`src/rtl/core/tcq_pkg.sv`:
```
`default_nettype none
package tcq_pkg;

  localparam int SAMPLES_PER_AXIS = 5;
  localparam int DIV              = SAMPLES_PER_AXIS - 2;

  localparam int COORD_W   = 12;
  localparam int SUM_W     = 17;
  localparam int CNT_W     = $clog2(SAMPLES_PER_AXIS + 1);
  localparam int ATT_W     = 5;
  localparam int CMD_W     = 2;
  localparam int ST_W      = 2;
  localparam int CFG_IDX_W = 2;
  localparam int CFG_W     = 12;

  localparam logic [CNT_W-1:0] CNT_FULL = CNT_W'(SAMPLES_PER_AXIS);

  // floor(2^SUM_W / DIV); estimate is exact or one low
  localparam int             RECIP_K = SUM_W;
  localparam logic [SUM_W:0] RECIP   = (SUM_W+1)'((2**RECIP_K) / DIV);

  localparam logic [CMD_W-1:0] CMD_X   = 2'd0;
  localparam logic [CMD_W-1:0] CMD_Y   = 2'd1;
  localparam logic [CMD_W-1:0] CMD_REL = 2'd2;

  localparam logic [ST_W-1:0] ST_OK       = 2'd0;
  localparam logic [ST_W-1:0] ST_GAVE_UP  = 2'd1;
  localparam logic [ST_W-1:0] ST_RELEASED = 2'd2;

  localparam logic [CFG_IDX_W-1:0] CFG_MIN_COORD = 2'd0;
  localparam logic [CFG_IDX_W-1:0] CFG_AGREE     = 2'd1;
  localparam logic [CFG_IDX_W-1:0] CFG_MAX_ATT   = 2'd2;

  localparam logic [COORD_W-1:0] MIN_COORD_RST = 12'd100;
  localparam logic [COORD_W-1:0] AGREE_RST     = 12'd100;
  localparam logic [ATT_W-1:0]   MAX_ATT_RST   = 5'd20;

  typedef struct packed {
    logic [COORD_W-1:0] min_coord;
    logic [COORD_W-1:0] agree;
    logic [ATT_W-1:0]   max_att;
  } tcq_cfg_t;

  // trimmed sums of a finished group, or a pen release
  typedef struct packed {
    logic             rel;
    logic [SUM_W-1:0] tx;
    logic [SUM_W-1:0] ty;
  } tcq_ev_t;

  // trimmed sums with quotient estimates
  typedef struct packed {
    logic               rel;
    logic [SUM_W-1:0]   tx;
    logic [SUM_W-1:0]   ty;
    logic [COORD_W-1:0] qx;
    logic [COORD_W-1:0] qy;
  } tcq_quo_t;

  function automatic logic [COORD_W-1:0] fix_quot(input logic [SUM_W-1:0]   t,
                                                   input logic [COORD_W-1:0] q0);
    logic [SUM_W-1:0] r;
    r = t - SUM_W'(q0) * SUM_W'(DIV);
    if (r >= SUM_W'(DIV)) begin
      return q0 + COORD_W'(1);
    end
    return q0;
  endfunction

endpackage
`default_nettype wire

```
`src/rtl/core/tcq_accum.sv`:
```
`default_nettype none
module tcq_accum import tcq_pkg::*; (
  input  wire logic               clk_i,
  input  wire logic               rst_ni,
  input  wire logic               in_valid_i,
  output logic                    in_ready_o,
  input  wire logic [CMD_W-1:0]   cmd_i,
  input  wire logic [COORD_W-1:0] sample_i,
  output logic                    ev_valid_o,
  input  wire logic               ev_ready_i,
  output tcq_ev_t                 ev_o
);

  logic [SUM_W-1:0]   xs_q, xs_d, ys_q, ys_d;
  logic [COORD_W-1:0] xmin_q, xmin_d, xmax_q, xmax_d;
  logic [COORD_W-1:0] ymin_q, ymin_d, ymax_q, ymax_d;
  logic [CNT_W-1:0]   xcnt_q, xcnt_d, ycnt_q, ycnt_d;
  logic               ev_valid_q, ev_valid_d;
  tcq_ev_t            ev_q, ev_d;
  logic               accept, emit, is_smp;

  assign in_ready_o = !ev_valid_q || ev_ready_i;
  assign accept     = in_valid_i && in_ready_o;
  assign ev_valid_o = ev_valid_q;
  assign ev_o       = ev_q;

  always_comb begin
    xs_d   = xs_q;
    xmin_d = xmin_q;
    xmax_d = xmax_q;
    xcnt_d = xcnt_q;
    ys_d   = ys_q;
    ymin_d = ymin_q;
    ymax_d = ymax_q;
    ycnt_d = ycnt_q;
    ev_d   = ev_q;
    emit   = 1'b0;
    is_smp = 1'b0;
    if (accept) begin
      unique case (cmd_i)
        CMD_X: begin
          is_smp = 1'b1;
          if (xcnt_q < CNT_FULL) begin
            xs_d   = xs_q + SUM_W'(sample_i);
            xmin_d = (sample_i < xmin_q) ? sample_i : xmin_q;
            xmax_d = (sample_i > xmax_q) ? sample_i : xmax_q;
            xcnt_d = xcnt_q + CNT_W'(1);
          end
        end
        CMD_Y: begin
          is_smp = 1'b1;
          if (ycnt_q < CNT_FULL) begin
            ys_d   = ys_q + SUM_W'(sample_i);
            ymin_d = (sample_i < ymin_q) ? sample_i : ymin_q;
            ymax_d = (sample_i > ymax_q) ? sample_i : ymax_q;
            ycnt_d = ycnt_q + CNT_W'(1);
          end
        end
        CMD_REL: begin
          emit    = 1'b1;
          ev_d.rel = 1'b1;
          ev_d.tx  = '0;
          ev_d.ty  = '0;
        end
        default: ;
      endcase
    end
    if (is_smp && xcnt_d == CNT_FULL && ycnt_d == CNT_FULL) begin
      emit     = 1'b1;
      ev_d.rel = 1'b0;
      ev_d.tx  = xs_d - SUM_W'(xmin_d) - SUM_W'(xmax_d);
      ev_d.ty  = ys_d - SUM_W'(ymin_d) - SUM_W'(ymax_d);
    end
    if (emit) begin
      xs_d   = '0;
      xmin_d = '1;
      xmax_d = '0;
      xcnt_d = '0;
      ys_d   = '0;
      ymin_d = '1;
      ymax_d = '0;
      ycnt_d = '0;
    end
    ev_valid_d = emit || (ev_valid_q && !ev_ready_i);
  end

  always_ff @(posedge clk_i or negedge rst_ni) begin
    if (!rst_ni) begin
      xs_q       <= '0;
      xmin_q     <= '1;
      xmax_q     <= '0;
      xcnt_q     <= '0;
      ys_q       <= '0;
      ymin_q     <= '1;
      ymax_q     <= '0;
      ycnt_q     <= '0;
      ev_valid_q <= 1'b0;
    end else begin
      xs_q       <= xs_d;
      xmin_q     <= xmin_d;
      xmax_q     <= xmax_d;
      xcnt_q     <= xcnt_d;
      ys_q       <= ys_d;
      ymin_q     <= ymin_d;
      ymax_q     <= ymax_d;
      ycnt_q     <= ycnt_d;
      ev_valid_q <= ev_valid_d;
    end
  end

  always_ff @(posedge clk_i) begin
    ev_q <= ev_d;
  end

endmodule
`default_nettype wire

```
`src/rtl/core/tcq_div.sv`:
```
`default_nettype none
module tcq_div import tcq_pkg::*; (
  input  wire logic    clk_i,
  input  wire logic    rst_ni,
  input  wire logic    in_valid_i,
  output logic         in_ready_o,
  input  wire tcq_ev_t ev_i,
  output logic         out_valid_o,
  input  wire logic    out_ready_i,
  output tcq_quo_t     quo_o
);

  logic     valid_q, valid_d;
  tcq_quo_t quo_q, quo_d;
  logic     accept;

  // quotient by reciprocal multiply, may be one low
  function automatic logic [COORD_W-1:0] est_quot(input logic [SUM_W-1:0] t);
    logic [2*SUM_W:0] p;
    p = (2*SUM_W+1)'(t) * (2*SUM_W+1)'(RECIP);
    return p[RECIP_K +: COORD_W];
  endfunction

  assign in_ready_o  = !valid_q || out_ready_i;
  assign accept      = in_valid_i && in_ready_o;
  assign out_valid_o = valid_q;
  assign quo_o       = quo_q;

  always_comb begin
    quo_d = quo_q;
    if (accept) begin
      quo_d.rel = ev_i.rel;
      quo_d.tx  = ev_i.tx;
      quo_d.ty  = ev_i.ty;
      quo_d.qx  = est_quot(ev_i.tx);
      quo_d.qy  = est_quot(ev_i.ty);
    end
    valid_d = accept || (valid_q && !out_ready_i);
  end

  always_ff @(posedge clk_i or negedge rst_ni) begin
    if (!rst_ni) begin
      valid_q <= 1'b0;
    end else begin
      valid_q <= valid_d;
    end
  end

  always_ff @(posedge clk_i) begin
    quo_q <= quo_d;
  end

endmodule
`default_nettype wire

```
`src/rtl/core/tcq_qual.sv`:
```
`default_nettype none
module tcq_qual import tcq_pkg::*; (
  input  wire logic     clk_i,
  input  wire logic     rst_ni,
  input  wire logic     in_valid_i,
  output logic          in_ready_o,
  input  wire tcq_quo_t quo_i,
  input  wire tcq_cfg_t cfg_i,
  output logic          out_valid_o,
  input  wire logic     out_ready_i,
  output logic [COORD_W-1:0] x_o,
  output logic [COORD_W-1:0] y_o,
  output logic [ST_W-1:0]    status_o
);

  logic [COORD_W-1:0] first_x_q, first_x_d, first_y_q, first_y_d;
  logic               have_q, have_d;
  logic [ATT_W-1:0]   att_q, att_d, att_inc;
  logic               valid_q, valid_d;
  logic [COORD_W-1:0] x_q, x_d, y_q, y_d;
  logic [ST_W-1:0]    st_q, st_d;
  logic [COORD_W-1:0] rx, ry, dx, dy;
  logic [COORD_W:0]   sx, sy;
  logic               accept, low, agree;

  assign in_ready_o  = !valid_q || out_ready_i;
  assign accept      = in_valid_i && in_ready_o;
  assign out_valid_o = valid_q;
  assign x_o         = x_q;
  assign y_o         = y_q;
  assign status_o    = st_q;

  always_comb begin
    rx      = fix_quot(quo_i.tx, quo_i.qx);
    ry      = fix_quot(quo_i.ty, quo_i.qy);
    dx      = (first_x_q > rx) ? first_x_q - rx : rx - first_x_q;
    dy      = (first_y_q > ry) ? first_y_q - ry : ry - first_y_q;
    agree   = (dx < cfg_i.agree) && (dy < cfg_i.agree);
    low     = (rx < cfg_i.min_coord) || (ry < cfg_i.min_coord);
    sx      = {1'b0, first_x_q} + {1'b0, rx};
    sy      = {1'b0, first_y_q} + {1'b0, ry};
    att_inc = att_q + ATT_W'(1);

    first_x_d = first_x_q;
    first_y_d = first_y_q;
    have_d    = have_q;
    att_d     = att_q;
    x_d       = x_q;
    y_d       = y_q;
    st_d      = st_q;
    valid_d   = valid_q && !out_ready_i;

    if (accept) begin
      if (quo_i.rel) begin
        first_x_d = '0;
        first_y_d = '0;
        have_d    = 1'b0;
        att_d     = '0;
        x_d       = '0;
        y_d       = '0;
        st_d      = ST_RELEASED;
        valid_d   = 1'b1;
      end else if (!low && !have_q) begin
        first_x_d = rx;
        first_y_d = ry;
        have_d    = 1'b1;
      end else if (!low && agree) begin
        have_d  = 1'b0;
        att_d   = '0;
        x_d     = sx[COORD_W:1];
        y_d     = sy[COORD_W:1];
        st_d    = ST_OK;
        valid_d = 1'b1;
      end else begin
        have_d = 1'b0;
        if (att_inc >= cfg_i.max_att) begin
          att_d   = '0;
          x_d     = '0;
          y_d     = '0;
          st_d    = ST_GAVE_UP;
          valid_d = 1'b1;
        end else begin
          att_d = att_inc;
        end
      end
    end
  end

  always_ff @(posedge clk_i or negedge rst_ni) begin
    if (!rst_ni) begin
      first_x_q <= '0;
      first_y_q <= '0;
      have_q    <= 1'b0;
      att_q     <= '0;
      valid_q   <= 1'b0;
    end else begin
      first_x_q <= first_x_d;
      first_y_q <= first_y_d;
      have_q    <= have_d;
      att_q     <= att_d;
      valid_q   <= valid_d;
    end
  end

  always_ff @(posedge clk_i) begin
    x_q  <= x_d;
    y_q  <= y_d;
    st_q <= st_d;
  end

endmodule
`default_nettype wire

```
`src/rtl/core/touch_coordinate_qualifier.sv`:
```
// Touch coordinate qualifier.
// Input stream: one word per converter sample or pen event. tuser carries the
// command (X sample, Y sample, pen released), tdata[11:0] the sample.
// Output stream: tdata = {y_coord, x_coord}, tuser = status (ok, gave up,
// released). Words that complete nothing produce no output word.
// Configuration: write cfg_data_i to register cfg_idx_i when cfg_we_i is high
// (0 min coordinate, 1 agree range, 2 max attempts); write only while idle.
// Pipeline: accumulate stage, reciprocal-multiply stage, qualify and output
// register. Results pass through each stage register in turn; one input word
// is taken every cycle unless stalled. Each stage moves when the one after it
// is empty or moving, so a stalled receiver holds the output word stable and
// back-pressure reaches s_axis_tready only once every stage holds a word.
// Reset clears the sample groups, the stored first reading, the attempt
// counter and all valid flags, and loads the register defaults (100, 100, 20).
`default_nettype none
module touch_coordinate_qualifier import tcq_pkg::*; (
  input  wire logic                 clk_i,
  input  wire logic                 rst_ni,
  input  wire logic                 s_axis_tvalid,
  output logic                      s_axis_tready,
  input  wire logic [15:0]          s_axis_tdata,  // sample[11:0], zero pad
  input  wire logic [CMD_W-1:0]     s_axis_tuser,  // cmd[1:0]
  output logic                      m_axis_tvalid,
  input  wire logic                 m_axis_tready,
  output logic [23:0]               m_axis_tdata,  // x_coord[11:0], y_coord[23:12]
  output logic [ST_W-1:0]           m_axis_tuser,  // status[1:0]
  input  wire logic                 cfg_we_i,
  input  wire logic [CFG_IDX_W-1:0] cfg_idx_i,
  input  wire logic [CFG_W-1:0]     cfg_data_i
);

  tcq_cfg_t           cfg_q, cfg_d;
  tcq_ev_t            ev;
  tcq_quo_t           quo;
  logic               ev_valid, ev_ready, quo_valid, quo_ready;
  logic [COORD_W-1:0] x_coord, y_coord;

  always_comb begin
    cfg_d = cfg_q;
    if (cfg_we_i) begin
      unique case (cfg_idx_i)
        CFG_MIN_COORD: cfg_d.min_coord = cfg_data_i[COORD_W-1:0];
        CFG_AGREE:     cfg_d.agree     = cfg_data_i[COORD_W-1:0];
        CFG_MAX_ATT:   cfg_d.max_att   = cfg_data_i[ATT_W-1:0];
        default: ;
      endcase
    end
  end

  always_ff @(posedge clk_i or negedge rst_ni) begin
    if (!rst_ni) begin
      cfg_q.min_coord <= MIN_COORD_RST;
      cfg_q.agree     <= AGREE_RST;
      cfg_q.max_att   <= MAX_ATT_RST;
    end else begin
      cfg_q <= cfg_d;
    end
  end

  tcq_accum u_accum (
    .clk_i      (clk_i),
    .rst_ni     (rst_ni),
    .in_valid_i (s_axis_tvalid),
    .in_ready_o (s_axis_tready),
    .cmd_i      (s_axis_tuser),
    .sample_i   (s_axis_tdata[COORD_W-1:0]),
    .ev_valid_o (ev_valid),
    .ev_ready_i (ev_ready),
    .ev_o       (ev)
  );

  tcq_div u_div (
    .clk_i       (clk_i),
    .rst_ni      (rst_ni),
    .in_valid_i  (ev_valid),
    .in_ready_o  (ev_ready),
    .ev_i        (ev),
    .out_valid_o (quo_valid),
    .out_ready_i (quo_ready),
    .quo_o       (quo)
  );

  tcq_qual u_qual (
    .clk_i       (clk_i),
    .rst_ni      (rst_ni),
    .in_valid_i  (quo_valid),
    .in_ready_o  (quo_ready),
    .quo_i       (quo),
    .cfg_i       (cfg_q),
    .out_valid_o (m_axis_tvalid),
    .out_ready_i (m_axis_tready),
    .x_o         (x_coord),
    .y_o         (y_coord),
    .status_o    (m_axis_tuser)
  );

  assign m_axis_tdata = {y_coord, x_coord};

endmodule
`default_nettype wire

```
`config.mk`:
```
export PLATFORM = sky130hd
export DESIGN_NAME = touch_coordinate_qualifier
export DESIGN_NICKNAME = d
export VERILOG_FILES = /design/src/rtl/core/tcq_pkg.sv /design/src/rtl/core/tcq_accum.sv /design/src/rtl/core/tcq_div.sv /design/src/rtl/core/tcq_qual.sv /design/src/rtl/core/touch_coordinate_qualifier.sv
export SDC_FILE = /design/constraint.sdc
export NUM_CORES = 1
export LEC_CHECK = 0
export BUFFER_PORTS_ARGS = -buffer_cell sky130_fd_sc_hd__clkbuf_2
export CORE_MARGIN = 5
export CORE_UTILIZATION = 45
export CTS_BUF_LIST = sky130_fd_sc_hd__clkbuf_16
export DETAILED_ROUTE_END_ITERATION = 10
export HOLD_SLACK_MARGIN = 0.12
export PLACE_DENSITY = 0.71
export SETUP_SLACK_MARGIN = 0.02
export SLEW_MARGIN = 5
export SYNTH_ARGS = -nofsm -noshare
export SYNTH_HDL_FRONTEND = slang
export SYNTH_HIERARCHICAL = 1
export SYNTH_SLANG_ARGS = --single-unit
```
`constraint.sdc`:
```
create_clock -name clk_i -period 12.4 [get_ports clk_i]
set_clock_uncertainty 0.05 [all_clocks]
set_input_delay 1.24 -clock clk_i [delete_from_list [all_inputs] [get_ports clk_i]]
set_output_delay 1.24 -clock clk_i [all_outputs]
set_load 0.05 [all_outputs]
```
# --- Word level (Yosys, flattened, before mapping) ---
# Cells that the tools add are included.
word_totals:
  latchBits: 0
  mem_bits_ro: 0
  n_memories: 0
  input_bits: 37
  regBits: 270
  mem_bits_rw: 0
  output_inout_bits: 28
classes:
  bitwise_logic: 0
  add_sub_neg: 19
  div_mod_pow: 0
  n_mul: 4
  eq_ne: 7
  shifts: 0
  mux: 75
  magnitude_cmp: 15
  reduce_logical: 40
ops:
  columns: ["op", "n"]
  rows:
  - ["two-way mux 12 bit", 35]
  - ["two-way mux 17 bit", 8]
  - ["two-way mux 34 bit", 3]
  - ["< comparator 12 bit", 6]
  - ["subtractor 17 x 12 -> 17 bit", 4]
  - ["multiplier 17 x 15 -> 28 bit (second input constant)", 2]
  - ["greater-than comparator 12 bit", 4]
  - ["subtractor 12 bit", 4]
  - ["adder 17 x 12 -> 17 bit", 2]
  - [">= comparator 17 x 2 -> 1 bit (second input constant)", 2]
  - ["subtractor 17 x 14 -> 17 bit", 2]
  - ["multiplier 12 x 2 -> 14 bit (second input constant)", 2]
  - ["adder 12 x 12 -> 13 bit", 2]
  - ["adder 12 x 1 -> 12 bit (second input constant)", 2]
  - ["two-way mux 3 bit", 8]
  - ["two-way mux 5 bit", 4]
  - ["two-way mux 1 bit", 14]
  - ["AND reduction 2 bit", 7]
  - ["logical AND 1 bit", 11]
  - ["zero test 1 bit", 8]
  - ["adder 3 x 1 -> 3 bit (second input constant)", 2]
  - ["== test 3 bit (second input constant)", 2]
  - ["logical OR 1 bit", 6]
  - ["< comparator 3 bit (second input constant)", 2]
  - ["11 further kinds", 18]

# --- Longest topological paths before layout ---
logic_depth:
  ltp_word: 14
  mapped_depth: 37

# --- Cells and area by module ---
# Netlist, hierarchy kept.
by_module_without_submodules:
  columns: ["module", "area_per_inst_um2", "cells_each", "instances", "seq_area_each_um2"]
  rows:
  - ["tcq_accum", 9631.7, 1023, 1, 3298.2]
  - ["tcq_div", 9385.3, 836, 1, 1796.7]
  - ["tcq_qual", 9355.2, 1114, 1, 1556.5]
  - ["touch_coordinate_qualifier", 1131.1, 63, 1, 735.7]

# --- Worst setup path after synthesis ---
# No wires, ideal clock.
synth_path:
  path_type: "reg2reg"
  start: "reg u_div.quo_q (netlist bit u_div/quo_o[14])"
  end: "reg u_qual.st_q[0] (netlist: u_qual/status_o[0]), enable pin"
  arrival_time_ns: 8.754
  setup_ns: 0.409
  stages_incl_launch_ff: 33
  required_time_ns: 11.941
  setup_slack_ns: 3.187
  path_cell_list: "edfxtp_1 -> inv_1 -> fa_1 -> ha_1 -> o21ai_0 -> o21a_1 -> nor4b_1 -> mux2i_1 -> nand4_1 -> nor4_4 -> nand2b_1 -> xnor2_1 -> inv_1 -> ha_1 -> clkbuf_1 -> nor2b_1 -> o21ai_0 -> a21oi_1 -> o21ai_0 -> a211oi_1 -> a2111oi_0 -> o21ai_0 -> o311a_1 -> a211oi_1 -> xnor2_1 -> ha_1 -> a21o_1 -> a21o_1 -> a2111oi_0 -> o211ai_1 -> a2111oi_0 -> nor2_1 -> nor2_1"
synth_via:
  elab_chain_len: 12
  elab_cells_between_ends: 21
  classes_between: "4 x add/sub; 1 x mul; 4 x order compare; 1 x eq/ne; 4 x mux; 7 x reduce/logical"
synth_rtl:
  columns: ["element", "line", "rtl"]
  rows:
  - ["start, declared", "tcq_div.sv:14", "tcq_quo_t quo_q, quo_d;"]
  - ["start signal, assigned", "tcq_div.sv:50", "quo_q <= quo_d;"]
  - ["multiplier 12 x 2 -> 14 bit", "tcq_pkg.sv:63", "r = t - SUM_W'(q0) * SUM_W'(DIV);"]
  - ["subtractor 17 x 14 -> 17 bit", "tcq_pkg.sv:63", null]
  - [">= comparator 17 x 2 -> 1 bit", "tcq_pkg.sv:64", "if (r >= SUM_W'(DIV)) begin"]
  - ["two-way mux 1 bit", "tcq_pkg.sv:64", null]
  - ["two-way mux 12 bit (*)", "tcq_pkg.sv:67", "return q0;"]
  - ["subtractor 12 bit / greater-than comparator 12 bit (equally long branches)", "tcq_qual.sv:36", "dx = (first_x_q > rx) ? first_x_q - rx : rx - first_x_q;"]
  - ["two-way mux 12 bit", "tcq_qual.sv:36", null]
  - ["< comparator 12 bit", "tcq_qual.sv:38", "agree = (dx < cfg_i.agree) && (dy < cfg_i.agree);"]
  - ["logical AND 1 bit", "tcq_qual.sv:38", null]
  - ["logical AND 1 bit", "tcq_qual.sv:67", "end else if (!low && agree) begin"]
  - ["nonzero test 3 bit (no source line)", null, null]
  - ["AND reduction 3 bit (no source line) (*)", null, null]
  - ["end signal, assigned", "tcq_qual.sv:108", "st_q <= st_d;"]
  - ["end, declared", "tcq_qual.sv:21", "logic [ST_W-1:0] st_q, st_d;"]
# Mark *: on every way between the ends. The rest lies on a longest branch, timed or not. The select of a mux whose other input is x is not followed.
# A chain may end at the register's enable or synchronous reset.

# --- Final worst setup path ---
layout_path:
  start: "reg u_div.quo_q (netlist bit u_div/quo_o[14])"
  end: "reg u_qual.y_q[2] (netlist: u_qual/y_o[2]), enable pin"
layout_via:
  elab_chain_len: 12
  elab_cells_between_ends: 21
  classes_between: "4 x add/sub; 1 x mul; 4 x order compare; 1 x eq/ne; 4 x mux; 7 x reduce/logical"
layout_rtl:
  columns: ["element", "line", "rtl"]
  rows:
  - ["multiplier 12 x 2 -> 14 bit", "tcq_pkg.sv:63", null]
  - ["subtractor 17 x 14 -> 17 bit", "tcq_pkg.sv:63", null]
  - [">= comparator 17 x 2 -> 1 bit", "tcq_pkg.sv:64", null]
  - ["two-way mux 1 bit", "tcq_pkg.sv:64", null]
  - ["two-way mux 12 bit (*)", "tcq_pkg.sv:67", null]
  - ["subtractor 12 bit / greater-than comparator 12 bit (equally long branches)", "tcq_qual.sv:36", null]
  - ["two-way mux 12 bit", "tcq_qual.sv:36", null]
  - ["< comparator 12 bit", "tcq_qual.sv:38", null]
  - ["logical AND 1 bit", "tcq_qual.sv:38", null]
  - ["logical AND 1 bit", "tcq_qual.sv:67", null]
  - ["nonzero test 3 bit (no source line)", null, null]
  - ["AND reduction 3 bit (no source line) (*)", null, null]
  - ["end signal, assigned", "tcq_qual.sv:107", "y_q <= y_d;"]
  - ["end, declared", "tcq_qual.sv:20", "logic [COORD_W-1:0] x_q, x_d, y_q, y_d;"]
# Marked as above.

==> results_dict.tcl <==
set metrics [dict create \
    outcome "finished clean" \
    arrival_ns 10.13 \
    totalWireLength_mm 66.0 \
    clock_sink_count 270 \
    reg2regPathDepth 33 \
    timing.critical_path.slowest_cell_delay_ns 0.59 \
    min_period_ns 9.93 \
    vias 21500 \
    layout.cell_area.non_filler_sq_um 31600 \
    gp_congestion 0.912 \
    max-slew-margin-rel 0.174 \
    final_layout_size_suffix_gt1_frac 0.0864 \
    irDropWorstVdd_mv 0.144 \
    yosys-top-cells-area "ha_1, fa_1, edfxtp_1, dfrtp_1, inv_1" \
    fp.dieArea_sq_um 70800 \
    r2r-end "u_qual/y_o[2]$_SDFFCE_PP0P_" \
    min_path_type "register to register" \
    start_util 0.456 \
    detailedPlacementHpwl_mm 52.6 \
    cts_max_path_buffers 3 \
    cts-buffers-inserted 31 \
    worst_path_cell_with_the_longest_stage_delay "nor4b_1" \
    worst-setup-path-type "register to register" \
    core_area_sq_um 64700 \
    fmax_ghz 0.101 \
    dr.first_iter.drc_count 1225 \
    post_dp_cell_area_sq_um 30700 \
    postCtsSetupBuffers 0 \
    avgSynthCellArea_sq_um 9.72 \
    area_added_between_synthesis_and_finish_pct 7.26 \
    grt_ovf 0 \
    tritoncts "yes" \
    powerDensity_nw_per_um2 181 \
    detail-route-antenna-nets 0 \
    grt.total_usage 0.185 \
    cp_data_required_time_ns 12.60 \
    cts_root_buffer "clkbuf_16" \
    finalHoldViolCount 0 \
    netlist.area_leader.share 0.203 \
    synth_largest_area_cell "ha_1" \
    worstHoldPathCells 1 \
    max_slew.worst_pin.slew_ns 1.23 \
    drt-wirelength-per-cell_microns 16.7 \
    finalSetupViolations 0 \
    synth_commonest_cells "inv_1, ha_1, nor2_1" \
    synth-async-reset-ratio 0.556 \
    place.port_buffers 60 \
    end_kind "register" \
    netlist_area_sq_um 29500 \
    worst_min_delay_path_endpoint "cfg_q[14]$_DFFE_PN0P_" \
    yosys_warnings 6 \
    hold_path.startpoint "cfg_q[14]$_DFFE_PN0P_" \
    post-route-drc-count 0 \
    mappedNetlistNets 3749 \
    num_io_pins 65 \
    clock_insertion_delay_at_the_later_pin_of_the_skew_report_ns 0.59 \
    htree_levels 1 \
    antenna_found_initial 0 \
    die_width_microns 266 \
    yosys_most_used_dff "edfxtp_1" \
    power.leakage_nw 15.2 \
    ys_types 96 \
    number_of_max_capacitance_violations_reported 0 \
    most_instantiated_library_cell_after_synthesis "inv_1" \
    final_nets 3790 \
    setup_tns_ns 0 \
    cts_clock_pin_slew_for_the_worst_setup_and_hold_paths_ns 0.06 \
    detail_route.vias_per_cell 5.43 \
    synth_enable_flop_cells 119 \
    critical_path.max_fanout 26 \
    grt_setup_unrepaired "no" \
    grt_max_degree 79 \
    dr.pass1.iters 5 \
    rrSetupSlack_ns 2.47 \
    synthesized_instance_count 3036 \
    post_cts_resized 0 \
    slew_viols_final 0 \
    timing.final.crit_share 0.801 \
    die_h_microns 266 \
    rows 93 \
    post_cts_hold_buffer_count 0 \
    antenna_cells_inserted 0 \
    synth-seq-cells 270 \
    worstReg2RegStart "u_div/quo_o[14]$_DFFE_PP_" \
    synth-seq-area-share 0.250 \
    start_kind "register" \
    first_pass_grt_wire_length_mm 109 \
    vias_in_the_first_global_route 21400 \
]
-- sequential cells by signal (all words and copies together), names as in the netlist, 17 cells and up --
| register | flops |
|---|---|
| u_accum/ev_o | 35 |
| cfg_q | 29 |
| u_accum/xs_q | 17 |
| u_accum/ys_q | 17 |
| u_div/quo_o | 59 |
-- where the power goes --
| group | switching [W] | internal (W) | leakage, nW | total [W] |
|---|---|---|---|---|
| clock | 0.000385 | 0.000514 | 0.499 | 0.000898 |
| combinational | 0.00208 | 0.00153 | 11.7 | 0.00361 |
| sequential | 0.0000985 | 0.00112 | 3.00 | 0.00122 |
| total | 0.00257 | 0.00317 | 15.2 | 0.00573 |
-- per-stage QoR --
stage	util	hold slack [ns]	setup slack, ns	total power (W)	instances
2_1_floorplan	-	0.358	3.19	0.00405	3036
3_3_place_gp	0.474	0.437	2.66	0.00475	3899
3_5_place_dp	0.474	0.446	2.54	0.00481	3899
4_1_cts	0.489	0.454	2.53	0.00575	3957
5_1_grt	0.489	0.465	1.61	0.00631	3957
6_report	0.489	0.459	2.47	0.00573	3957
-- layer usage --
metal  wire [microns]  GRT usage  vias to the layer above  share of wire
met1            30600      0.256                    10300           0.46
met2            31100      0.315                      466           0.47
met4             1640     0.0459                        0          0.025
met3             2670     0.0195                       98          0.040
met5                0          0                        -              0
li1                 -          -                    10600              -
-- layout make-up --
class                      count  area (sq um)
sequential                   270          7390
clock buffer                  31           776
multi-input combinational   2190         19900
timing repair buffer          72           397
inverter                     512          1920
clock inverter                27           204
tap                          855          1070
fill                        6025         33100
-- worst max path at each step --
stage / start / endpoint / slack (ns)
finish: u_div/quo_o[14]$_DFFE_PP_ / u_qual/y_o[2]$_SDFFCE_PP0P_ / 2.47
global route: u_div/quo_o[15]$_DFFE_PP_ / u_qual/y_o[2]$_SDFFCE_PP0P_ / 1.61
CTS: u_div/quo_o[14]$_DFFE_PP_ / u_qual/y_o[2]$_SDFFCE_PP0P_ / 2.53
detailed placement: u_div/quo_o[14]$_DFFE_PP_ / u_qual/y_o[2]$_SDFFCE_PP0P_ / 2.54
global placement: u_div/quo_o[14]$_DFFE_PP_ / u_qual/y_o[2]$_SDFFCE_PP0P_ / 2.66
floorplan: u_div/quo_o[14]$_DFFE_PP_ / u_qual/status_o[0]$_SDFFCE_PP0P_ / 3.19
-- cell usage in the layout (no fill, tap or decap), types with 35 or more instances in the layout --
cell type and instances:
ha_1 478, clkbuf_2 59, fa_1 198, o21a_1 35
nor3_1 47, nand2b_1 41, mux2_2 62, a21o_1 58
nor2_1 199, nand3_1 41, o21ai_0 128, edfxtp_1 119
mux2i_1 57, nand2_1 121, xor2_1 47, inv_1 517
a21oi_1 168, dfrtp_1 118, xnor2_1 96
-- kinds of logic (layout without fill, tap and decap cells) --
kind of cell    Yosys count  count (layout)  share of synthesized area
flops                   270             270                      0.250
fa+ha+maj               676             676                      0.337
buf+inv                 576             642                     0.0757
compound gates          636             636                      0.147
xor+xnor                143             143                     0.0425
simple gates            616             616                      0.104
mux                     119             119                     0.0430
-- critical path: cells and delay by family, from the launching register on --
family	cells	cell delay [ns]
adders and majority gates	5	1.80
DFF	1	0.43
buffers and inverters	4	0.89
xor gates and xnor gates	2	0.65
and+or+nand+nor	7	1.77
AOI/OAI and AO/OA	14	3.70
muxes	1	0.26
Note: power is estimated with default switching activity, not from simulation.
